### src/hdl/lwnc_pkg.sv
// shared types and constants for the label window neighbour classifier
`default_nettype none

package lwnc_pkg;

    localparam int COORD_BITS     = 11;
    localparam int FRAME_BITS     = 12;
    localparam int CFG_DATA_BITS  = 12;
    localparam int CFG_INDEX_BITS = 3;
    localparam int NLIMIT_BITS    = 4;
    localparam int CLIMIT_BITS    = 6;
    localparam int INC_BITS       = 2;
    localparam int MIN_FRAME      = 3;

    typedef logic [CFG_INDEX_BITS-1:0] cfg_index_t;

    localparam cfg_index_t REG_FRAME_WIDTH     = 3'd0;
    localparam cfg_index_t REG_FRAME_HEIGHT    = 3'd1;
    localparam cfg_index_t REG_NEIGHBOUR_LIMIT = 3'd2;
    localparam cfg_index_t REG_COMBINED_LIMIT  = 3'd3;
    localparam cfg_index_t REG_PAIR_INCREMENT  = 3'd4;

    localparam logic [FRAME_BITS-1:0]         FRAME_WIDTH_RST     = 12'd640;
    localparam logic [FRAME_BITS-1:0]         FRAME_HEIGHT_RST    = 12'd480;
    localparam logic [NLIMIT_BITS-1:0]        NEIGHBOUR_LIMIT_RST = 4'd4;
    localparam logic signed [CLIMIT_BITS-1:0] COMBINED_LIMIT_RST  = 6'sd8;
    localparam logic signed [INC_BITS-1:0]    PAIR_INCREMENT_RST  = 2'sd1;

    // ring of neighbours: left, upper-left, up, upper-right, right,
    // lower-right, down, lower-left (window cell indices, row major)
    localparam int RING_LEN  = 8;
    localparam int RING_LAST = 7;
    localparam int RING_CELL [RING_LEN] = '{3, 0, 1, 2, 5, 8, 7, 6};
    localparam int CENTRE_CELL = 4;
    localparam int WIN_CELLS   = 9;

    typedef struct packed {
        logic [NLIMIT_BITS-1:0]        neighbour_limit;
        logic signed [CLIMIT_BITS-1:0] combined_limit;
        logic signed [INC_BITS-1:0]    pair_increment;
    } cls_cfg_t;

endpackage

`default_nettype wire

### src/hdl/lwnc_window_eval.sv
// 3x3 window registers, neighbour classification and result register
`default_nettype none

module lwnc_window_eval #(
    parameter int LABEL_BITS = 16,
    parameter int COL_BITS   = 11,
    parameter int ROW_BITS   = 11
) (
    input  wire logic                              aclk,
    input  wire logic                              advance,
    input  wire logic [LABEL_BITS:0]               upper_cell,
    input  wire logic [LABEL_BITS:0]               middle_cell,
    input  wire logic [LABEL_BITS:0]               new_cell,
    input  wire logic [ROW_BITS-1:0]               in_row,
    input  wire logic [COL_BITS-1:0]               in_col,
    input  wire lwnc_pkg::cls_cfg_t                cls_cfg,
    output logic                                   centre_valid,
    output logic      [lwnc_pkg::COORD_BITS-1:0]   centre_row,
    output logic      [lwnc_pkg::COORD_BITS-1:0]   centre_col,
    output logic      [LABEL_BITS-1:0]             centre_label,
    output logic                                   reassign_flag,
    output logic                                   moved_out
);

    logic [LABEL_BITS:0] win_reg  [lwnc_pkg::WIN_CELLS];
    logic [LABEL_BITS:0] win_next [lwnc_pkg::WIN_CELLS];

    logic [LABEL_BITS-1:0]            lbl;
    logic                             moved;
    logic [lwnc_pkg::RING_LEN-1:0]    same;
    logic [lwnc_pkg::RING_LEN-1:0]    pair_hit;
    logic [3:0]                       count;
    logic [3:0]                       npairs;
    logic signed [6:0]                pair_sum;
    logic signed [6:0]                total;
    logic                             interior;
    logic                             flag;
    logic [ROW_BITS-1:0]              row_m1;
    logic [COL_BITS-1:0]              col_m1;

    logic                             valid_reg;
    logic [lwnc_pkg::COORD_BITS-1:0]  row_reg, col_reg;
    logic [LABEL_BITS-1:0]            label_reg;
    logic                             flag_reg, moved_reg;

    // shift left, new column from the line stores and the incoming pixel
    always_comb begin
        win_next[0] = win_reg[1];
        win_next[1] = win_reg[2];
        win_next[2] = upper_cell;
        win_next[3] = win_reg[4];
        win_next[4] = win_reg[5];
        win_next[5] = middle_cell;
        win_next[6] = win_reg[7];
        win_next[7] = win_reg[8];
        win_next[8] = new_cell;
    end

    always_comb begin
        lbl   = win_next[lwnc_pkg::CENTRE_CELL][LABEL_BITS-1:0];
        moved = win_next[lwnc_pkg::CENTRE_CELL][LABEL_BITS];
        for (int k = 0; k < lwnc_pkg::RING_LEN; k++) begin
            same[k] = win_next[lwnc_pkg::RING_CELL[k]][LABEL_BITS-1:0] == lbl;
        end
        for (int k = 0; k < lwnc_pkg::RING_LEN; k++) begin
            pair_hit[k] = same[k] & same[(k == lwnc_pkg::RING_LAST) ? 0 : k + 1];
        end
        count    = 4'($countones(same));
        npairs   = 4'($countones(pair_hit));
        pair_sum = $signed({3'b000, npairs})
                 * $signed({{5{cls_cfg.pair_increment[1]}}, cls_cfg.pair_increment});
        total    = $signed({3'b000, count}) + pair_sum;
        interior = (32'(in_row) >= 32'd2) && (32'(in_col) >= 32'd2);
        flag     = (lbl != '0) && (count <= cls_cfg.neighbour_limit)
                 && (total <= $signed({cls_cfg.combined_limit[5], cls_cfg.combined_limit}))
                 && !moved;
        row_m1   = in_row - ROW_BITS'(1);
        col_m1   = in_col - COL_BITS'(1);
    end

    always_ff @(posedge aclk) begin
        if (advance) begin
            for (int k = 0; k < lwnc_pkg::WIN_CELLS; k++) begin
                win_reg[k] <= win_next[k];
            end
            valid_reg <= interior;
            row_reg   <= interior ? lwnc_pkg::COORD_BITS'(row_m1) : '0;
            col_reg   <= interior ? lwnc_pkg::COORD_BITS'(col_m1) : '0;
            label_reg <= interior ? lbl : '0;
            flag_reg  <= interior & flag;
            moved_reg <= interior & (moved | flag);
        end
    end

    assign centre_valid  = valid_reg;
    assign centre_row    = row_reg;
    assign centre_col    = col_reg;
    assign centre_label  = label_reg;
    assign reassign_flag = flag_reg;
    assign moved_out     = moved_reg;

endmodule

`default_nettype wire

### config.mk
export PLATFORM = sky130hd
export DESIGN_NAME = lwnc_window_eval
export DESIGN_NICKNAME = d
export VERILOG_FILES = /design/src/hdl/lwnc_pkg.sv /design/src/hdl/lwnc_window_eval.sv
export SDC_FILE = /design/constraint.sdc
export NUM_CORES = 1
export LEC_CHECK = 0
export BUFFER_PORTS_ARGS = -buffer_cell sky130_fd_sc_hd__buf_4
export CORE_ASPECT_RATIO = 1.1
export CORE_MARGIN = 2
export CORE_UTILIZATION = 51
export CTS_BUF_LIST = sky130_fd_sc_hd__clkbuf_8
export CTS_CLUSTER_SIZE = 30
export DETAILED_ROUTE_END_ITERATION = 7
export PLACE_DENSITY_LB_ADDON = 0.05
export SYNTH_ARGS = -nofsm -noshare
export SYNTH_HDL_FRONTEND = slang
export SYNTH_SLANG_ARGS = --single-unit
### constraint.sdc
create_clock -name aclk -period 11.3 [get_ports aclk]
set_input_delay 3.39 -clock aclk [delete_from_list [all_inputs] [get_ports aclk]]
set_output_delay 3.39 -clock aclk [all_outputs]
set_load 0.005 [all_outputs]
==> results of run 1 <==
## kinds of logic (layout without fill, tap and decap cells)
| kind of cell | after synthesis | in the layout | synth area share, % |
|---|---|---|---|
| compound gates | 24 | 24 | 2.459 |
| xor+xnor | 148 | 148 | 17.57 |
| fa+ha+maj | 39 | 39 | 7.834 |
| buf+inv | 59 | 198 | 3.985 |
| flops | 138 | 138 | 56.16 |
| simple gates | 149 | 149 | 11.99 |
## report_power, final
part,switching [mW],total [mW],leakage [nW],internal [mW]
logic,0.0684,0.154,1.88,0.0858
clock network,0.180,0.345,0.175,0.165
registers,0.0377,0.648,1.35,0.610
total,0.286,1.15,3.40,0.861
## synthesized netlist by cell type, types with 2 or more instances
library cell,number
edfxtp_1,138
xnor2_1,96
xor2_1,52
inv_1,39
nor2_1,30
nand4_1,28
ha_1,27
nor4_1,19
nand2_1,14
buf_4,12
fa_1,12
and3_1,11
a21oi_1,9
nand3_1,7
and3_2,6
nand2b_1,5
nor2b_1,5
nor3_1,5
a21o_1,4
buf_2,4
and2_1,3
buf_6,3
nand3b_1,3
o21ai_0,3
nand4b_1,2
nor4_2,2
## placed cells by master, fill, tap and decap left out, types with 2 or more instances in the layout
master,synthesis,routed
xnor2_1,96,96
a21o_1,4,4
xor2_1,52,52
clkinvlp_4,0,3
nand4b_1,2,2
nor4_1,19,19
buf_4,12,128
and3_1,11,11
fa_1,12,12
nor3_1,5,5
and2_1,3,3
ha_1,27,27
nor2_1,30,30
nand2_1,14,14
nor2b_1,5,5
nand3_1,7,7
edfxtp_1,138,138
clkinv_2,0,3
nor4_2,2,2
clkinv_1,0,3
inv_1,39,43
nand3b_1,3,3
nand4_1,28,28
a21oi_1,9,9
and3_2,6,6
o21ai_0,3,3
clkbuf_8,0,17
nand2b_1,5,5
## final cells by class
class | count | area [um2] | share of cell area, %
clock buffer | 17 | 234.0 | 2.671
clock inverter | 14 | 93.84 | 1.071
inverter | 39 | 146.4 | 1.671
multi-input combinational | 360 | 2940 | 33.57
sequential | 138 | 4144 | 47.31
tap | 192 | 240.2 | 2.742
timing repair buffer | 128 | 960.9 | 10.97
## final timing paths
check                           slack, ns      startpoint              to  cells after the start
worst max-delay path                 1.58  upper_cell[13]   reassign_flag                     27
worst min-delay path                 0.47  win_reg[2][12]  win_reg[1][12]                      0
worst max register to register       3.27   win_reg[5][8]   reassign_flag                     27
worst min register to register       0.47  win_reg[2][12]  win_reg[1][12]                      0
## worst reg2reg max path: cells and delay by family, from the launching register on
kind                     cells  cell delay (ns)
AO/OA/AOI/OAI                5             1.27
buffers and inverters        5             0.26
flip-flops                   1             0.81
adder cells (fa/ha/maj)      9             3.59
AND/OR/NAND/NOR              5             1.40
XOR/XNOR                     3             0.50
## metal layers
layer  wire (um)  up-vias
met5           0        -
met3         803       15
met4         200        0
met2        7865      116
li1            -     2227
met1        6362     2313
==> impl_metrics.toml, run 1 <==
[final_layout]
syn2layout_area_growth_pct = 18.72
final_cell_area_um2 = 8760
nFillCells = 1167
finalCoreUtilization_pct = 61.37
nets = 810
largest_register_ffs = 97
drive_gt1_share_pct = 24.43
final_cells = 888
n_antenna_cell = 0

[floorplan]
rows = 46
io_pins = 128
die_h_um = 130.2
die_area_um2 = 15450
fp.dieW_um = 118.7
initial_utilization_pct = 51.69
coreArea_um2 = 14270

[cts]
h-tree-depth = 4
postCtsHoldBufs = 0
cts_tree = "built"
clk_pin_slew_ns = 0.07
clock_sinks = 138
cts_setup_buffers = 0
cts_inserted_buffers = 17
root_buffer = "clkbuf_8"
cts-resized-gates = 0
clock_path_buffers = 2
clkLatencyLatePin_ns = 0.45

[setup_path]
critPathTopFamily = "adder cells"
startpoint_type = "primary input"
slowest_delay_ns = 0.54
critPathRequiredTime_ns = 11.54
critPathMaxFanout = 3
crit_buf_inv = 5
cpMostUsedCell = "fa_1"
crit_slowest_cell = "fa_1"
end_kind = "register"
arrival_ns = 9.96
worstSetupPathType = "primary input to register"

[synthesis]
synth_cell_types = 44
synth_top_area_share_pct = 56.16
yosys_register_bits = 138
syn_area_um2 = 7378
syn_area_per_cell_um2 = 13.25
synth.largest_area_cell = "edfxtp_1"
synth-edff-count = 138
async_flop_share_pct = 0
syn_nets = 683
syn_inst = 557
ys.flop_type = "edfxtp_1"
synth_area_leaders = "edfxtp_1 56%, xnor2_1 11%, xor2_1 6.2%, ha_1 4.6%, fa_1 3.3%"
yosysWarnings = 0
ys_seq_area_share_pct = 56.16

[power_and_ir_drop]
peakVddDrop_mv = 0.08094
p_leak_nw = 3.403
powerDensity_nw_per_um2 = 130.9
finalPower_mw = 1.147

[placement]
placed_cells = 857
routabilityCongestion = 0.8478
hpwl_mm = 10.99
port_buffers = 125
placed_area_um2 = 8432
pre_cts_ws_ns = 1.117

[grt]
grt_pass1_wl_mm = 23.98
grt_usage_pct = 20.54
overflow = 0
grt_max_degree = 75
antenna_found_initial = 0
met1_usage_pct = 25.92
busiest_layer = "met2"
grt_pass1_vias = 4657
grtUsageMet3_pct = 5.420
met2_usage_pct = 35.02

[sta]
fin_skew_ns = 0.007343
holdWs_ns = 0.4721
fmax_ghz = 0.1029
grt_setup_unrepaired = "false"
layout_setup_ws_ns = 1.580
slew_violations = 0
hold_viol_final = 0
slew_headroom_pct = 34.18
fin_crit_ns = 9.720
finalCritPeriodShare_pct = 86.01
setup_viol_count_final = 0
worstMarginPinSlew_ns = 0.9783
setup_tns_ns = 0

[drt]
wl_mm = 15.23
ant_nets = 0
wl_per_cell_um = 17.15
drt_iter0_drc = 235
drc = 0
viasPerCell = 5.260
via_count = 4671
drtPass1Iterations = 7

[min_path]
hp-class = "register to register"

[job]
maxCapViolations = 0

[outcome]
outcome = "complete, no violations"
Power figures use the tool's default switching activity.
==> run 2: changes to the inputs <==
Settings changed: CELL_PAD_IN_SITES_DETAIL_PLACEMENT from default to 2, CELL_PAD_IN_SITES_GLOBAL_PLACEMENT from default to 2, CORE_UTILIZATION 51 to 40.
==> run 2 against run 1 <==
  * Utilization down 12 points
  * Final area increased by 1.7%
  * Sequential share of layout area down 0.77 points
  * Worst hold slack improved by 0.0048 ns
  * Clock skew grew 0.0033 ns
  * Via count rose by 3.8%
  * Count of clock-buffer cells in the layout stayed put
  * Sequential power is 0.6% higher
  * Cell count grew 5.9%
  * Non-clock buffer count unchanged
  * Maximum frequency down 2.3%
  * Critical path type unchanged
  * Largest power group unchanged
==> impl_metrics.toml, run 2 (synthesis results as in run 1) <==
[setup_path]
end_kind = "register"
worstSetupPathType = "primary input to register"
cpMostUsedCell = "fa_1"
crit_slowest_cell = "fa_1"
critPathRequiredTime_ns = 11.54
slowest_delay_ns = 0.54
critPathMaxFanout = 3
arrival_ns = 10.19
startpoint_type = "primary input"

[sta]
setup_tns_ns = 0
finalCritPeriodShare_pct = 88.06
fmax_ghz = 0.1005
slew_headroom_pct = 31.76
holdWs_ns = 0.4768
hold_viol_final = 0
worstMarginPinSlew_ns = 1.014
slew_violations = 0
fin_skew_ns = 0.01061
setup_viol_count_final = 0
grt_setup_unrepaired = "false"
fin_crit_ns = 9.951

[drt]
wl_per_cell_um = 21.72
ant_nets = 0
drc = 0
viasPerCell = 5.156
via_count = 4847
drt_iter0_drc = 178
drtPass1Iterations = 4
wl_mm = 20.42

[cts]
clock_path_buffers = 2
root_buffer = "clkbuf_8"
cts_inserted_buffers = 17
clkLatencyLatePin_ns = 0.45
clk_pin_slew_ns = 0.08
cts-resized-gates = 0
h-tree-depth = 4
postCtsHoldBufs = 0
cts_tree = "built"
clock_sinks = 138
cts_setup_buffers = 0

[min_path]
hp-class = "register to register"

[final_layout]
syn2layout_area_growth_pct = 20.69
largest_register_ffs = 97
drive_gt1_share_pct = 25.25
n_antenna_cell = 0
final_common_cell = "edfxtp_1"
nets = 810
final_cell_mix = "138 x edfxtp_1, 128 x buf_4, 96 x xnor2_1, 52 x xor2_1, 40 x inv_1"

[power_and_ir_drop]
finalPower_mw = 1.243
powerDensity_nw_per_um2 = 139.6
p_leak_nw = 3.440
peakVddDrop_mv = 0.07432

[grt]
grt_usage_pct = 21.91
overflow = 0
antenna_found_initial = 0
grt_pass1_vias = 5643
grt_pass1_wl_mm = 32.10
grt_max_degree = 76

[placement]
routabilityCongestion = 0.7816
port_buffers = 125
hpwl_mm = 14.92

[floorplan]
die_h_um = 146.4
io_pins = 128
die_area_um2 = 19550
rows = 52
fp.dieW_um = 133.5
coreArea_um2 = 18220
initial_utilization_pct = 40.50

[outcome]
outcome = "complete, no violations"

[job]
maxCapViolations = 0
## run 2: changes by cell type in the layout (fill, tap and decap cells not counted), sizes merged
cell      change
clkinv        +1
bufinv        +2
clkinvlp      -2
## run 2: cell type report
class	count	area, um2
fill	1824	9313
sequential	138	4144
multi-input combinational	360	2940
timing repair buffer	128	960.9
tap	243	304.0
clock buffer	17	234.0
clock inverter	15	175.2
inverter	39	146.4
## run 2: worst max-delay path, delay by kind of cell
family | cells | cell delay (ns)
buffers and inverters | 5 | 0.51
and+or+nand+nor | 5 | 1.06
AOI/OAI and AO/OA | 6 | 1.69
adders and majority gates | 8 | 3.37
xor gates and xnor gates | 1 | 0.16
## run 2: path summary, 6_finish.rpt
path,from,end,slack (ns),depth (start not counted)
setup / recovery,middle_cell[8],reassign_flag,1.35,25
hold reg to reg,win_reg[8][11],win_reg[7][11],0.48,0
hold / removal,win_reg[8][11],win_reg[7][11],0.48,0
setup reg to reg,win_reg[5][0],reassign_flag,3.09,24
## run 2: metal layers
layer	part of all wire, %	global-route usage (%)	vias to the layer above
met5	0	0	-
met4	1.0	5.798	0
met3	5.0	5.590	15
met2	54	40.05	121
met1	40	25.43	2483
li1	-	-	2228
## run 2: report_power, final
part / leakage, nW / internal [mW] / switching, mW / total, mW
Combinational: 1.88 / 0.0861 / 0.0782 / 0.164
Clock: 0.211 / 0.219 / 0.208 / 0.427
Sequential: 1.35 / 0.610 / 0.0418 / 0.652
## run 2: per-stage QoR
step                setup WS (ns)  instance area, um2  std cells  utilization, %
floorplan                   1.786                7378        557               -
global placement            1.042                8496        908           46.63
detailed placement         0.8971                8496        908           46.63
CTS                         1.300                8905        940           48.88
global route               0.9846                8905        940           48.88
finish                      1.349                8905        940           48.88
==> run 3: changes to the inputs <==
Settings changed: REMOVE_ABC_BUFFERS from default to 1.
==> run 3 against run 2 <==
  * Worst hold slack hardly changed
  * Largest cell class unchanged
  * Clock power is 9.1% lower
  * Maximum frequency is 0.53% lower
  * Critical path depth is 2 higher
  * Count of clock-buffer cells in the layout stayed put
  * Register-to-register slack better by 0.28 ns
  * Global-route usage is 1.3 points lower
  * Sequential share of layout area is 0.30 points higher
  * Sequential power hardly changed
  * First-iteration DRC count is 35% higher
  * Cell count is 0.32% lower
==> impl_metrics.toml, run 3 (synthesis results as in run 1) <==
[outcome]
outcome = "complete, no violations"

[placement]
port_buffers = 125
hpwl_mm = 14.19
routabilityCongestion = 0.7946

[cts]
cts_tree = "built"
clock_sinks = 138
cts_inserted_buffers = 17
cts-resized-gates = 0
postCtsHoldBufs = 0
h-tree-depth = 4
clk_pin_slew_ns = 0.08
clock_path_buffers = 2
cts_setup_buffers = 0
clkLatencyLatePin_ns = 0.44
root_buffer = "clkbuf_8"

[drt]
drc = 0
ant_nets = 0
viasPerCell = 5.101
drt_iter0_drc = 240
drtPass1Iterations = 4
wl_per_cell_um = 20.54
via_count = 4780
wl_mm = 19.24

[sta]
finalCritPeriodShare_pct = 88.53
fin_crit_ns = 10.00
fmax_ghz = 0.09996
setup_viol_count_final = 0
fin_skew_ns = 0.01227
slew_violations = 0
grt_setup_unrepaired = "false"
worstMarginPinSlew_ns = 1.063
hold_viol_final = 0
setup_tns_ns = 0
slew_headroom_pct = 29.13

[setup_path]
startpoint_type = "primary input"
critPathMaxFanout = 3
arrival_ns = 10.25
critPathRequiredTime_ns = 11.54
worstSetupPathType = "primary input to register"
rrSetupSlack_ns = 3.37
end_kind = "register"

[floorplan]
initial_utilization_pct = 40.50
io_pins = 128
rows = 52
fp.dieW_um = 133.5
die_area_um2 = 19550
coreArea_um2 = 18220
die_h_um = 146.4

[final_layout]
largest_register_ffs = 97
nFillCells = 1809
final_common_cell = "edfxtp_1"
syn2layout_area_growth_pct = 19.91
final_cell_mix = "138 x edfxtp_1, 126 x buf_4, 96 x xnor2_1, 52 x xor2_1, 40 x inv_1"
finalCoreUtilization_pct = 48.56
n_antenna_cell = 0
drive_gt1_share_pct = 24.78
nets = 808

[grt]
antenna_found_initial = 0
grt_pass1_wl_mm = 30.62
grt_usage_pct = 20.63
grt_max_degree = 82
grt_pass1_vias = 5472
overflow = 0

[power_and_ir_drop]
p_leak_nw = 3.406
peakVddDrop_mv = 0.06998
powerDensity_nw_per_um2 = 135.6

[job]
maxCapViolations = 0

[min_path]
hp-class = "register to register"
run 3: cell type report:
class / instances / area, um2 / area share [%]
inverter: 39 / 146.4 / 1.655
tap: 243 / 304.0 / 3.437
multi-input combinational: 360 / 2940 / 33.23
clock buffer: 17 / 234.0 / 2.645
clock inverter: 14 / 132.6 / 1.499
sequential: 138 / 4144 / 46.84
timing repair buffer: 126 / 945.9 / 10.69
run 3: final timing paths:
kind                                startpoint            end  depth (start not counted)
worst max-delay path            middle_cell[5]  reassign_flag                         27
worst min-delay path             win_reg[2][3]  win_reg[1][3]                          0
worst max register to register  win_reg[5][12]  reassign_flag                         27
worst min register to register   win_reg[2][3]  win_reg[1][3]                          0
run 3: metal layers:
metal	track usage (%)	part of all wire (%)	vias to the layer above
met5	0	0	-
met4	7.447	1.9	0
met3	5.208	5.8	24
met2	36.55	52	127
met1	24.14	40	2407
li1	-	-	2222
run 3: metrics by stage:
step | setup slack, ns | hold slack [ns] | area [um2] | cells | power [mW]
global route | 0.8668 | 0.4886 | 8847 | 937 | 1.253
finish | 1.296 | 0.4766 | 8847 | 937 | 1.200
CTS | 1.252 | 0.4776 | 8847 | 937 | 1.216
detailed placement | 0.7944 | 0.4567 | 8481 | 906 | 0.8255
floorplan | 1.784 | 0.4473 | 7231 | 537 | 0.7289
global placement | 1.017 | 0.4508 | 8481 | 906 | 0.8148
run 3: where the power goes:
group,switching (mW),internal [mW],leakage [nW],total (mW)
logic,0.0738,0.0858,1.87,0.160
clock network,0.196,0.192,0.188,0.388
registers,0.0424,0.610,1.35,0.652
total,0.312,0.888,3.41,1.20
run 3: critical path: stages:
cell	delay (ns)
buf_4	0.12
xnor2_1	0.15
nand4_1	0.23
nor4_1	0.72
nand2b_1	0.16
fa_1	0.51
inv_1	0.06
fa_1	0.55
inv_1	0.07
fa_1	0.54
inv_1	0.04
ha_1	0.22
fa_1	0.39
xnor2_1	0.16
nand2b_1	0.16
fa_1	0.49
inv_1	0.05
ha_1	0.33
nor2b_1	0.14
o21ai_0	0.14
nand2b_1	0.11
xor2_1	0.16
ha_1	0.30
a21o_1	0.21
a2111oi_4	0.37
o21ai_2	0.13
a2111oi_2	0.36
