--- src/hdl/lwnc_pkg.sv ---
// shared types and constants for the label window neighbour classifier
`default_nettype none

package lwnc_pkg;

    localparam int COORD_BITS     = 11;
    localparam int FRAME_BITS     = 12;
    localparam int CFG_DATA_BITS  = 12;
    localparam int CFG_INDEX_BITS = 3;
    localparam int NLIMIT_BITS    = 4;
    localparam int CLIMIT_BITS    = 6;
    localparam int INC_BITS       = 2;
    localparam int MIN_FRAME      = 3;

    typedef logic [CFG_INDEX_BITS-1:0] cfg_index_t;

    localparam cfg_index_t REG_FRAME_WIDTH     = 3'd0;
    localparam cfg_index_t REG_FRAME_HEIGHT    = 3'd1;
    localparam cfg_index_t REG_NEIGHBOUR_LIMIT = 3'd2;
    localparam cfg_index_t REG_COMBINED_LIMIT  = 3'd3;
    localparam cfg_index_t REG_PAIR_INCREMENT  = 3'd4;

    localparam logic [FRAME_BITS-1:0]         FRAME_WIDTH_RST     = 12'd640;
    localparam logic [FRAME_BITS-1:0]         FRAME_HEIGHT_RST    = 12'd480;
    localparam logic [NLIMIT_BITS-1:0]        NEIGHBOUR_LIMIT_RST = 4'd4;
    localparam logic signed [CLIMIT_BITS-1:0] COMBINED_LIMIT_RST  = 6'sd8;
    localparam logic signed [INC_BITS-1:0]    PAIR_INCREMENT_RST  = 2'sd1;

    // ring of neighbours: left, upper-left, up, upper-right, right,
    // lower-right, down, lower-left (window cell indices, row major)
    localparam int RING_LEN  = 8;
    localparam int RING_LAST = 7;
    localparam int RING_CELL [RING_LEN] = '{3, 0, 1, 2, 5, 8, 7, 6};
    localparam int CENTRE_CELL = 4;
    localparam int WIN_CELLS   = 9;

    typedef struct packed {
        logic [NLIMIT_BITS-1:0]        neighbour_limit;
        logic signed [CLIMIT_BITS-1:0] combined_limit;
        logic signed [INC_BITS-1:0]    pair_increment;
    } cls_cfg_t;

endpackage

`default_nettype wire

--- src/hdl/lwnc_raster_ctr.sv ---
// raster position counters with frame size clamping
`default_nettype none

module lwnc_raster_ctr #(
    parameter int MAX_WIDTH  = 2048,
    parameter int MAX_HEIGHT = 2048,
    parameter int COL_BITS   = 11,
    parameter int ROW_BITS   = 11
) (
    input  wire logic                            aclk,
    input  wire logic                            aresetn,
    input  wire logic                            advance,
    input  wire logic [lwnc_pkg::FRAME_BITS-1:0] frame_width,
    input  wire logic [lwnc_pkg::FRAME_BITS-1:0] frame_height,
    output logic      [COL_BITS-1:0]             col,
    output logic      [ROW_BITS-1:0]             row
);

    logic [COL_BITS-1:0] col_reg, col_next;
    logic [ROW_BITS-1:0] row_reg, row_next;
    logic [31:0]         w_clamp, h_clamp;
    logic                col_last, row_last;

    always_comb begin
        if (32'(frame_width) < 32'(lwnc_pkg::MIN_FRAME)) begin
            w_clamp = 32'(lwnc_pkg::MIN_FRAME);
        end else if (32'(frame_width) > 32'(MAX_WIDTH)) begin
            w_clamp = 32'(MAX_WIDTH);
        end else begin
            w_clamp = 32'(frame_width);
        end
        if (32'(frame_height) < 32'(lwnc_pkg::MIN_FRAME)) begin
            h_clamp = 32'(lwnc_pkg::MIN_FRAME);
        end else if (32'(frame_height) > 32'(MAX_HEIGHT)) begin
            h_clamp = 32'(MAX_HEIGHT);
        end else begin
            h_clamp = 32'(frame_height);
        end
    end

    // a counter at or past the last position wraps on its next advance
    assign col_last = (32'(col_reg) + 32'd1) >= w_clamp;
    assign row_last = (32'(row_reg) + 32'd1) >= h_clamp;

    always_comb begin
        col_next = col_reg;
        row_next = row_reg;
        if (advance) begin
            if (col_last) begin
                col_next = '0;
                row_next = row_last ? '0 : row_reg + ROW_BITS'(1);
            end else begin
                col_next = col_reg + COL_BITS'(1);
            end
        end
    end

    always_ff @(posedge aclk) begin
        if (!aresetn) begin
            col_reg <= '0;
            row_reg <= '0;
        end else begin
            col_reg <= col_next;
            row_reg <= row_next;
        end
    end

    assign col = col_reg;
    assign row = row_reg;

endmodule

`default_nettype wire

--- config.mk ---
export PLATFORM = sky130hd
export DESIGN_NAME = lwnc_raster_ctr
export DESIGN_NICKNAME = d
export VERILOG_FILES = /design/src/hdl/lwnc_pkg.sv /design/src/hdl/lwnc_raster_ctr.sv
export SDC_FILE = /design/constraint.sdc
export NUM_CORES = 1
export LEC_CHECK = 0
export ABC_AREA = 1
export BUFFER_PORTS_ARGS = -buffer_cell sky130_fd_sc_hd__buf_2
export CORE_ASPECT_RATIO = 2
export CORE_UTILIZATION = 54
export DETAILED_ROUTE_END_ITERATION = 10
export PLACE_DENSITY = 0.77
export SKIP_LAST_GASP = 1
export SLEW_MARGIN = 25
export SYNTH_ARGS = -nofsm -noshare
export SYNTH_HDL_FRONTEND = slang
export SYNTH_SLANG_ARGS = --single-unit
--- constraint.sdc ---
create_clock -name aclk -period 3.3 [get_ports aclk]
set_input_delay 0.33 -clock aclk [delete_from_list [all_inputs] [get_ports aclk]]
set_output_delay 0.33 -clock aclk [all_outputs]
set_load 0.02 [all_outputs]
==> results of run 1 <==
-- layout make-up --
| cell class | count | area [um^2] |
|---|---|---|
| Clock buffer | 3 | 41.3 |
| Multi-Input combinational cell | 264 | 1510 |
| Fill cell | 399 | 1360 |
| Inverter | 54 | 203 |
| Timing Repair Buffer | 51 | 263 |
| Sequential cell | 22 | 440 |
| Tap cell | 51 | 63.8 |
-- synthesized netlist by cell type --
cell      count  area (um^2)
nand3_1       9         45.0
o21ai_1       1         5.00
nor2_1       46          173
buf_6         1         11.3
nand4_1      13         81.3
nor3_2        2         20.0
nor2_2       15         93.8
nand2_1      92          345
nand2_4       4         45.0
xnor2_1       1         8.76
inv_2         3         11.3
clkbuf_1      2         7.51
o31ai_2       2         25.0
a21oi_2       1         8.76
a21oi_1      16         80.1
dfxtp_1      22          440
o21ai_0       3         15.0
o21bai_1      1         7.51
o21a_1        1         7.51
buf_4         1         7.51
nand2_2       8         50.1
nor3_4        1         16.3
clkinv_1      2         7.51
ha_1         26          325
xor2_1       13          114
inv_1        49          184
nor3_1        9         45.0
buf_8         1         15.0
-- layout by cell type (no fill, tap or decap), types with 9 or more instances in the layout --
cell type / instances
nand2_1: 92
inv_1: 49
buf_2: 48
nor2_1: 46
ha_1: 26
dfxtp_1: 22
a21oi_1: 16
nor2_2: 15
xor2_1: 13
nand4_1: 13
nand3_1: 9
nor3_1: 9
-- tightest hold or removal path, stage by stage --
cell and delay [ns]:
buf_2 0.19, nand2_1 0.10, nor2_1 0.03
-- metal layers --
metal	track usage, %	vias to the layer above	share of wire (%)
met5	0	-	0
met4	16.9	0	2.7
met3	2.56	11	2.4
met2	50.9	51	59
met1	24.0	1028	36
li1	-	1187	-
-- logic make-up (layout without fill, tap and decap cells) --
| group | Yosys count | after routing | synth area share, % |
|---|---|---|---|
| and+or+nand+nor | 199 | 199 | 41.7 |
| buffers and inverters | 59 | 108 | 11.1 |
| adders and majority gates | 26 | 26 | 14.8 |
| AOI/OAI and AO/OA | 25 | 25 | 6.78 |
| DFF | 22 | 22 | 20.1 |
| xor gates and xnor gates | 14 | 14 | 5.58 |
-- report_power, final --
| part | switching [uW] | internal (uW) |
|---|---|---|
| registers | 10.2 | 275 |
| logic | 120 | 72.7 |
| clock network | 77.8 | 81.2 |
-- stage by stage --
stage / total power [uW] / util [%] / instances
floorplan: 423 / - / 345
global placement: 478 / 63.9 / 442
detailed placement: 484 / 63.9 / 442
global route: 686 / 64.9 / 445
CTS: 644 / 64.9 / 445
finish: 636 / 64.9 / 445
-- how the worst max path moves through the flow --
stage | end | start | slack [ns]
final | row[5] | row[0] | 0.44
after global routing | row[8] | row[0] | 0.22
after CTS | row[5] | row[0] | 0.45
after detailed placement | row[6] | frame_width[3] | 0.41
after global placement | row[9] | frame_width[9] | 0.49
after floorplan | row[3] | col[0] | 0.72
==> summary.md, run 1 <==
| Metric | Value |
|---|---|
| Initial DRC Count | 47 |
| Post-cts sizing count | 0 |
| Hold Crit Depth | 3 |
| Detailed-route DRC error count | 0 |
| Die area | approximately 4300 um^2 |
| Row count | 32 |
| Internal reg-to-reg setup slack | ~0.44 ns |
| Synth cell types | 28 |
| Initial Util | 56.5% |
| Hold Violations, Final | 0 |
| Ant. Diodes | 0 |
| Synth Warn # | 0 |
| CTS root buf | clkbuf_8 |
| Synth Instances | approximately 350 |
| Mapped Avg Cell Area | between 6 and 7 um^2 |
| Vias in the first global route | ~2200 |
| Die width | around 47 um |
| Register-to-Register Path Depth | 14 |
| Crit path depth | 14 |
| Critical Path AT | roughly 3.1 ns |
| Status | completed |
| Worst min-delay path class | primary input to register |
| Worst-Skew Late Latency | between 0.2 and 0.3 ns |
| GPL Wtd Cong | roughly 0.86 |
| Placed inst area | between 2000 and 2500 um^2 |
| Syn_nets | 398 |
| First-pass GRT wire length | 8650 um |
| Critical-path top delay cell | dfxtp_1 |
| DP HPWL | ~4400 um |
| Crit. End Element | register |
| Crit Path Max Fanout | 11 |
| Type of origin of the critical path | register |
| Core area | just under 4000 um^2 |
| First-pass iteration count of the detailed router | 4 |
| Largest net degree at the start of global routing | 24 |
| Clock sink count | 22 |
| Reg2reg start | row[0] |
| Crit-path cells | ha_1, nand3_1, nor3_1, nand2_1, xor2_1, inv_1, ha_1, a21oi_1, nor3_1, nor3_1, nand2_1, nor2_1, nor2_2, nor2_2 |
| Hold Crit Endpoint | row[7] |
| Post-route cell area | around 2500 um^2 |
| Pwr per Cell Area | approximately 250 nW/um^2 |
| Req. time, crit path | 3.50 ns |
| Tmin final | between 2 and 3 ns |
| Static Leakage | 0.00144 uW |
| Top delay family on crit path | simple AND/OR/NAND/NOR gates |
| All-Layer GR Usage | 26.9% |
| I/O pins | a little under 50 |
| Crit path top cell by count | nor3_1 |
| Post-CTS setup buffers | 0 |
| Final setup vio count | 0 |
| Max Buffers Root-to-Sink | 2 |
| Initial antenna violation count | 0 |
| Antenna Nets Post-Route | 0 |
| Final nets | between 400 and 500 |
| Share of layout cells above drive strength 1 | between 20% and 30% |
| Post-synthesis sequential area ratio | about a fifth |
| Peak Freq | around 350 MHz |
| Total number of vias | 2277 |
| Mapped Area | around 2200 um^2 |
| Yosys reg bits | 22 |
| CP Buf/Inv Count | 1 |
| Worst setup path category | register to register |
| Vias/cell | around 5 |
| Number of port buffers | 48 |
| CTS tree | built |
| Worst slack at placement | roughly 0.41 ns |
| CTS H-tree depth | 1 |
| Worst-Margin Slew | just under 0.6 ns |
| TNS Setup | 0 ns |
| Min Hold Slack | roughly 0.44 ns |
| Area Overhead vs Synth | 14.9% |
| Num CTS Buffers | 3 |
| Total routed wirelength | 5210 um |
| RSZ-0062 raised after global routing | no |
| Die Ht | 92.2 um |
| Fin. max-slew vios | 0 |
| Relative slew margins | 60.3% |
| Period Utilization, post-route | 86.6% |
| CTS clk-pin slew, worst paths | approximately 0.070 ns |
| Worst path max stage delay | ~0.44 ns |
| Setup WS post-layout | 0.442 ns |
| Hold_sp | aresetn |
| Maxcap violations | 0 |
| Drt wl/cell | between 10 and 15 um |
| # hold bufs at CTS | 0 |
| GR Overflow Total | 0 |
| VDD IR max | around 0.15 mV |
| R2R Path End | row[5] |
| Clock Skew | roughly 0.0023 ns |
No activity file was read; power rests on OpenSTA's default activity.
==> run 2: changes to the inputs <==
--- a/config.mk
+++ b/config.mk
@@ -5,12 +5,11 @@
 export SDC_FILE = /design/constraint.sdc
 export NUM_CORES = 1
 export LEC_CHECK = 0
-export ABC_AREA = 1
 export BUFFER_PORTS_ARGS = -buffer_cell sky130_fd_sc_hd__buf_2
 export CORE_ASPECT_RATIO = 2
-export CORE_UTILIZATION = 54
+export CORE_UTILIZATION = 48
 export DETAILED_ROUTE_END_ITERATION = 10
-export PLACE_DENSITY = 0.77
+export PLACE_DENSITY = 0.74
 export SKIP_LAST_GASP = 1
 export SLEW_MARGIN = 25
 export SYNTH_ARGS = -nofsm -noshare
==> constraint.sdc (replaced) <==
create_clock -name aclk -period 2.35 [get_ports aclk]
set_input_delay 0.235 -clock aclk [delete_from_list [all_inputs] [get_ports aclk]]
set_output_delay 0.235 -clock aclk [all_outputs]
set_load 0.02 [all_outputs]
==> run 2 against run 1 <==
The flow now finishes with violations (setup timing); sequential power increased by 35%; via count grew 7.3%; cell area grew 29%; first-iteration DRC count is 110% higher; synthesized cell count shrank 34%; core utilization rose by 23 points; wire length up 57%; flip-flop and latch count unchanged.
==> summary.md, run 2 <==
| Metric | Value |
|---|---|
| Clock Skew | 0.00526 ns (+0.00296 ns) |
| Initial Util | 50.8% (-5.7 points) |
| Register-to-Register Path Depth | 12 (-2) |
| Relative slew margins | 72.9% (+13 points) |
| Top delay family on crit path | compound AO/OA/AOI/OAI gates |
| Syn_nets | 282 (-29%) |
| Worst-Skew Late Latency | 0.27 ns (+0.02 ns) |
| Count leader, synth | nand2_1 |
| Die Ht | 90.3 um (-2.0%) |
| CTS root buf | clkbuf_8 |
| Synth top area cells | dfxtp_1 24%, ha_1 17%, nand2_1 7.6% |
| Yosys top cell area share | 23.5% (+3.5 points) |
| Min Hold Slack | 0.353 ns (-0.0829 ns) |
| Total number of vias | 2444 (+7.3%) |
| Max Buffers Root-to-Sink | 2 (unchanged) |
| Synth cell types | 47 (+68%) |
| Clock sink count | 22 (unchanged) |
| Period Utilization, post-route | 120% |
| Hold Crit Depth | 3 (unchanged) |
| Ys flop type | dfxtp_1 |
| Post-synthesis sequential area ratio | 23.5% (+3.5 points) |
| GR Layer Usage met3 | 2.60% (+0.041 points) |
| Worst setup path category | primary input to register |
| Initial antenna violation count | 0 (unchanged) |
| Type of origin of the critical path | primary input |
| Worst-Margin Slew | 0.405 ns (-0.187 ns) |
| Commonest non-fill, non-tap cell in the layout | buf_4 |
| GR Overflow Total | 0 (unchanged) |
| Initial DRC Count | 97 (+110%) |
| Yosys reg bits | 22 (unchanged) |
| VDD IR max | 0.303 mV (+97%) |
| GPL Wtd Cong | 0.843 (-1.6%) |
| Pwr per Cell Area | 294 nW/um^2 (+16%) |
| Total routed wirelength | 8170 um (+57%) |
| Drt wl/cell | 20.4 um (+74%) |
| Die width | 46.2 um (-2.0%) |
| Mapped Area | 1870 um^2 (-15%) |
| Num CTS Buffers | 3 (unchanged) |
| Fin. max-slew vios | 0 (unchanged) |
| Synth Warn # | 0 (unchanged) |
| Clk pwr share | 30.2% (+5.2 points) |
| Number of port buffers | 48 (unchanged) |
| P_int | 658 uW (+54%) |
| EDFF count, synth | 0 (unchanged) |
| Peak Freq | about 350 MHz |
| Req. time, crit path | 2.49 ns (-1.01 ns) |
| Ant. Diodes | 0 (unchanged) |
| Detailed-route DRC error count | 0 (unchanged) |
| Flop pwr share | 40.4% (-4.4 points) |
| First-pass GRT wire length | 10000 um (+16%) |
| Final nets | 405 (-9.8%) |
| Mapped Avg Cell Area | 8.17 um^2 (+28%) |
| Die area | 4170 um^2 (-4.0%) |
| Hold Crit Endpoint | col[0] |
| Hold Violations, Final | 0 (unchanged) |
| CTS clk-pin slew, worst paths | 0.09 ns (+0.02 ns) |
| Crit Path Max Fanout | 4 (-7) |
| Tmin final | around 2.8 ns |
| DP HPWL | 4790 um (+8.1%) |
| Switch share | 31.0% (-1.7 points) |
| Status | complete, but fails checks |
| Reg2reg start | col[0] |
| Worst slack at placement | -0.635 ns (-1.04 ns) |
| Layout Cells excl Fill | 400 (-10%) |
| Synth Instances | 229 (-34%) |
| CTS H-tree depth | 1 (unchanged) |
| Setup WS post-layout | -0.474 ns (-0.916 ns) |
| CTS tree | built |
| RSZ-0062 raised after global routing | yes |
| Critical-path top delay cell | a311o_1 |
| Share of layout cells above drive strength 1 | 55.8% (+33 points) |
| Async S/R FF share, synth | 0% (unchanged) |
| All-Layer GR Usage | 32.7% (+5.8 points) |
| Net switching power | 295 uW (+42%) |
| Failing checks | setup timing |
| Crit. End Element | register |
| Vias/cell | 6.11 (+19%) |
| Worst min-delay path class | primary input to register |
| Maxcap violations | 0 (unchanged) |
| GRT busiest layer | met2 |
| TNS Setup | -7.61 ns (-7.61 ns) |
| Placed inst area | 2760 um^2 (+11%) |
| Cell taking the most area after synthesis | dfxtp_1 |
| Worst path max stage delay | 0.38 ns (-0.06 ns) |
| R2R Path End | col[5] |
| Cells after DPL | 384 (-13%) |
| Antenna Nets Post-Route | 0 (unchanged) |
| I/O pins | 49 (unchanged) |
| Static Leakage | 0.00159 uW (+10%) |
| Gate power share | 29.5% (-0.8 points) |
| Largest net degree at the start of global routing | 13 (-46%) |
| Hold_sp | aresetn |
| Grt met2 use | 64.6% (+14 points) |
| Core area | 3680 um^2 (-5.1%) |
| Critical Path AT | 2.96 ns (-0.10 ns) |
| Post-route cell area | 3250 um^2 (+29%) |
| First-pass iteration count of the detailed router | 4 (unchanged) |
| Area Overhead vs Synth | 73.4% |
| Crit-path cells | buf_2, nor4_2, nand3_1, buf_4, o31ai_4, nand2_1, ha_1, nand2_1, a311o_1, buf_4, a21boi_4, buf_6, nor3_4, a32o_1 |
| CP Buf/Inv Count | 4 (+3) |
| Row count | 31 (-3.1%) |
| Final setup vio count | 22 (+22) |
| Synth cell count leaders | 38 x nand2_1, 26 x ha_1, 22 x dfxtp_1 |
| Highest-count cells in the layout ignoring fill and taps | 62 x buf_4, 47 x buf_2, 33 x nand2_1 |
| Vias in the first global route | 2340 (+7.8%) |
| Internal reg-to-reg setup slack | -0.47 ns (-0.92 ns) |
| M1 GR Usage | 26.0% (+2.1 points) |
-- run 2: logic make-up after synthesis --
logic type	after synthesis	share of synthesized area, %
AO/OA/AOI/OAI	57	23.8
buffers and inverters	12	2.87
AND/OR/NAND/NOR	94	24.0
flip-flops	22	23.5
XOR/XNOR	18	8.42
adder cells (fa/ha/maj)	26	17.4
-- run 2: final cells by class --
cell class	count	area, um^2
clock buffers	4	55.1
fillers	189	439
inverters	8	30.0
multi-input cells	196	1800
flip-flops and latches	22	465
well taps	49	61.3
repair buffers	121	836
-- run 2: metrics by stage --
| step | util [%] | total power (uW) |
|---|---|---|
| after CTS | 80.7 | 903 |
| after floorplan | - | 513 |
| after global routing | 88.1 | 981 |
| final | 88.1 | 953 |
| after detailed placement | 75.0 | 619 |
| after global placement | 75.0 | 613 |
-- run 2: timing repair --
action | 4_1_cts | 5_1_grt
cloned | 1 | 0
hold endpoints to repair | 0 | 0
hold buffers | 0 | 0
endpoints found under the setup margin | 22 | 22
resized for setup | 26 | 41
setup buffers | 4 | 7
pin swaps | 16 | 39
-- run 2: worst max path at each step --
stage                          startpoint     end  depth (start not counted)
after floorplan                    row[0]  row[9]                         11
after global placement    frame_height[5]  row[5]                         13
after detailed placement  frame_height[5]  row[9]                         12
after CTS                          row[1]  row[4]                         12
after global routing       frame_width[7]  col[5]                         14
final                      frame_width[7]  col[5]                         14
-- run 2: tightest hold or removal path, delay by kind of cell --
kind | cells | cell delay [ns]
buffers and inverters | 1 | 0.13
AND/OR/NAND/NOR | 2 | 0.23
-- run 2: power groups by stage --
stage                     clock network, uW  registers [uW]  logic, uW
after global routing                    296             386        299
after floorplan                           0             402        111
after CTS                               282             384        237
after detailed placement                  0             393        226
final                                   288             385        281
after global placement                    0             392        220
-- run 2: routing by layer --
metal | part of all wire, % | routed length (um)
met2 | 54 | 4390
met4 | 9.9 | 808
met3 | 5.3 | 429
met1 | 31 | 2540
met5 | 0 | 0
==> run 3: changes to the inputs <==
--- a/config.mk
+++ b/config.mk
@@ -5,13 +5,15 @@
 export SDC_FILE = /design/constraint.sdc
 export NUM_CORES = 1
 export LEC_CHECK = 0
+export ABC_AREA = 1
 export BUFFER_PORTS_ARGS = -buffer_cell sky130_fd_sc_hd__buf_2
+export CAP_MARGIN = 10
 export CORE_ASPECT_RATIO = 2
-export CORE_UTILIZATION = 48
+export CORE_UTILIZATION = 50
 export DETAILED_ROUTE_END_ITERATION = 10
 export PLACE_DENSITY = 0.74
 export SKIP_LAST_GASP = 1
-export SLEW_MARGIN = 25
+export SLEW_MARGIN = 5
 export SYNTH_ARGS = -nofsm -noshare
 export SYNTH_HDL_FRONTEND = slang
 export SYNTH_SLANG_ARGS = --single-unit
==> run 3 against run 2 <==
Die area increased by 12%; highest routed layer unchanged; the flow still finishes with violations (setup timing); critical endpoint is now row[1]; critical path type is now register to register; total power increased by 24%; largest cell class unchanged; global-route usage decreased by 5.4 points.
==> summary.md, run 3 (same netlist as run 1, synthesis figures left out) <==
| Metric | Value |
|---|---|
| CTS tree | built |
| Largest net degree at the start of global routing | 17 (+4) |
| Layout Cells excl Fill | 498 (+25%) |
| Switch share | 33.5% (+2.5 points) |
| Gate power share | 35.7% (+6.2 points) |
| Worst min-delay path class | primary input to register |
| Number of port buffers | 48 (unchanged) |
| Antenna Nets Post-Route | 0 (unchanged) |
| All-Layer GR Usage | 27.3% (-5.4 points) |
| Worst slack at placement | -0.343 ns (+0.292 ns) |
| Static Leakage | 0.00178 uW (+12%) |
| Type of origin of the critical path | register |
| GPL Wtd Cong | 0.861 (+2.1%) |
| VDD IR max | 0.403 mV (+33%) |
| CTS root buf | clkbuf_8 |
| RSZ-0062 raised after global routing | yes |
| Req. time, crit path | 2.56 ns (+0.07 ns) |
| Vias/cell | 5.23 (-14%) |
| Core area | 4170 um^2 (+13%) |
| Max Buffers Root-to-Sink | 2 (unchanged) |
| Initial DRC Count | 73 (-25%) |
| R2R Path End | row[1] |
| First-pass GRT wire length | 9920 um (-1.0%) |
| GR Overflow Total | 0 (unchanged) |
| Commonest non-fill, non-tap cell in the layout | nand2_1 |
| Detailed-route DRC error count | 0 (unchanged) |
| Failing checks | setup timing |
| Initial antenna violation count | 0 (unchanged) |
| Total number of vias | 2605 (+6.6%) |
| P_int | 784 uW (+19%) |
| Pwr per Cell Area | 333 nW/um^2 (+13%) |
| Peak Freq | 391 MHz (+10%) |
| Die area | 4680 um^2 (+12%) |
| Hold_sp | aresetn |
| Relative slew margins | 62.8% (-10 points) |
| Filler cells | 256 (+35%) |
| Initial Util | 52.7% (+1.9 points) |
| Hold Crit Depth | 3 (unchanged) |
| Power Total | 1180 uW (+24%) |
| Row count | 33 (+6.5%) |
| Crit-path cells | inv_1, nor2_2, nand2_4, nor2_4, nand2_1, nand2_1, nand2_2, inv_2, ha_4, a21oi_2, nor3_2, nor3_2, nand2_4, clkbuf_16, nor2_4, nor2_2, nor2_2 |
| # hold bufs at CTS | 0 (unchanged) |
| Crit path top cell by count | nor2_2 |
| Fin. max-slew vios | 0 (unchanged) |
| Period Utilization, post-route | 109% (-11 points) |
| Internal reg-to-reg setup slack | -0.21 ns (+0.26 ns) |
| Register-to-Register Path Depth | 17 (+5) |
| Critical-path top delay cell | dfxtp_1 |
| Tmin final | 2.56 ns (-0.264 ns) |
| Worst-Skew Late Latency | 0.27 ns (about the same) |
| Final setup vio count | 11 (-50%) |
| Hold Violations, Final | 0 (unchanged) |
| Flop pwr share | 34.0% (-6.4 points) |
| Maxcap violations | 0 (unchanged) |
| Top delay family on crit path | simple AND/OR/NAND/NOR gates |
| Reg2reg start | row[6] |
| DP HPWL | 4680 um (-2.2%) |
| Setup WS post-layout | -0.210 ns (+0.264 ns) |
| Highest-count cells in the layout ignoring fill and taps | 75 x nand2_1, 48 x buf_2, 45 x inv_1, 45 x buf_4, 27 x nor2_2 |
| Num CTS Buffers | 3 (unchanged) |
| Total routed wirelength | 7660 um (-6.3%) |
| Clk pwr share | 30.4% (+0.2 points) |
| Die width | 48.9 um (+5.9%) |
| Worst setup path category | register to register |
| Vias in the first global route | 2392 (+2.2%) |
| Share of layout cells above drive strength 1 | 52.0% (-3.8 points) |
| Status | complete, but fails checks |
| Ant. Diodes | 0 (unchanged) |
| Cells after DPL | 479 (+25%) |
| CTS clk-pin slew, worst paths | 0.08 ns (about the same) |
| Clock Skew | 0.00447 ns (-0.000797 ns) |
| Crit. End Element | register |
| CP Buf/Inv Count | 3 (-1) |
| CTS H-tree depth | 1 (unchanged) |
| Critical Path AT | 2.77 ns (-0.19 ns) |
| Worst-Margin Slew | 0.559 ns (+0.154 ns) |
| Final nets | 500 (+23%) |
| Net switching power | 395 uW (+34%) |
| Drt wl/cell | 15.4 um (-25%) |
| Die Ht | 95.7 um (+6.0%) |
| CP Launch Point | row[6] |
| Crit Path Max Fanout | 5 (+1) |
| I/O pins | 49 (unchanged) |
| Clock sink count | 22 (unchanged) |
| Hold Crit Endpoint | row[8] |
| Worst path max stage delay | 0.38 ns (about the same) |
| Area Overhead vs Synth | 61.4% |
| First-pass iteration count of the detailed router | 4 (unchanged) |
run 3: cell types whose count changed in the layout (fill, tap and decap cells not counted), sizes merged, moves of 4 or more:
cell / before / now
nand2: 38 / 106
nor2: 15 / 61
inv: 8 / 52
buf: 121 / 99
a22o: 14 / 0
nand4: 1 / 13
a21oi: 6 / 17
xnor2: 10 / 1
and3: 8 / 0
nor3: 4 / 12
a21o: 5 / 0
nor2b: 5 / 0
xor2: 8 / 13
nand2b: 4 / 0
run 3: power by group through the flow:
stage / Combinational (uW) / Clock (uW) / Sequential, uW
final: 421 / 358 / 401
after detailed placement: 312 / 0 / 407
after floorplan: 174 / 0 / 427
after CTS: 335 / 345 / 399
after global routing: 458 / 380 / 402
after global placement: 304 / 0 / 407
run 3: timing repair:
action	in CTS	in global routing
setup buffers	4	8
cloned	2	1
pin swaps	4	46
resized for setup	17	103
setup endpoints to repair	21	22
run 3: area by class of cell:
| type | count | area [um^2] | share of cell area, % |
|---|---|---|---|
| tap | 52 | 65.1 | 1.84 |
| sequential | 22 | 472 | 13.3 |
| timing repair buffer | 100 | 679 | 19.2 |
| clock buffer | 3 | 41.3 | 1.17 |
| clock inverter | 1 | 30.0 | 0.847 |
| inverter | 54 | 205 | 5.79 |
| multi-input combinational | 266 | 2050 | 57.9 |
run 3: per-layer routing:
metal | track usage (%) | up-vias | routed length [um]
li1 | - | 1279 | -
met1 | 23.0 | 1218 | 2600
met2 | 59.8 | 85 | 4570
met3 | 2.05 | 23 | 190
met4 | 13.7 | 0 | 294
met5 | 0 | - | 0
run 3: how the worst max path moves through the flow:
stage,to,slack [ns],cells past startpoint
after CTS,row[4],-0.01,16
after global routing,row[1],-0.29,17
after global placement,row[6],-0.31,18
final,row[1],-0.21,17
after detailed placement,row[5],-0.34,18
after floorplan,row[0],0.0009,14
run 3: tightest hold or removal path, delay by kind of cell:
| kind | cells | cell delay, ns |
|---|---|---|
| buffers and inverters | 1 | 0.21 |
| AND/OR/NAND/NOR | 2 | 0.14 |
run 3: metrics by stage:
step / cell area [um^2] / hold slack [ns] / util (%) / setup TNS [ns]
floorplan: 2240 / 0.370 / - / 0
global placement: 2810 / 0.469 / 67.4 / -5.14
detailed placement: 2810 / 0.476 / 67.4 / -6.09
CTS: 3010 / 0.333 / 72.1 / -0.0148
global route: 3540 / 0.366 / 85.0 / -3.51
finish: 3540 / 0.355 / 85.0 / -2.00
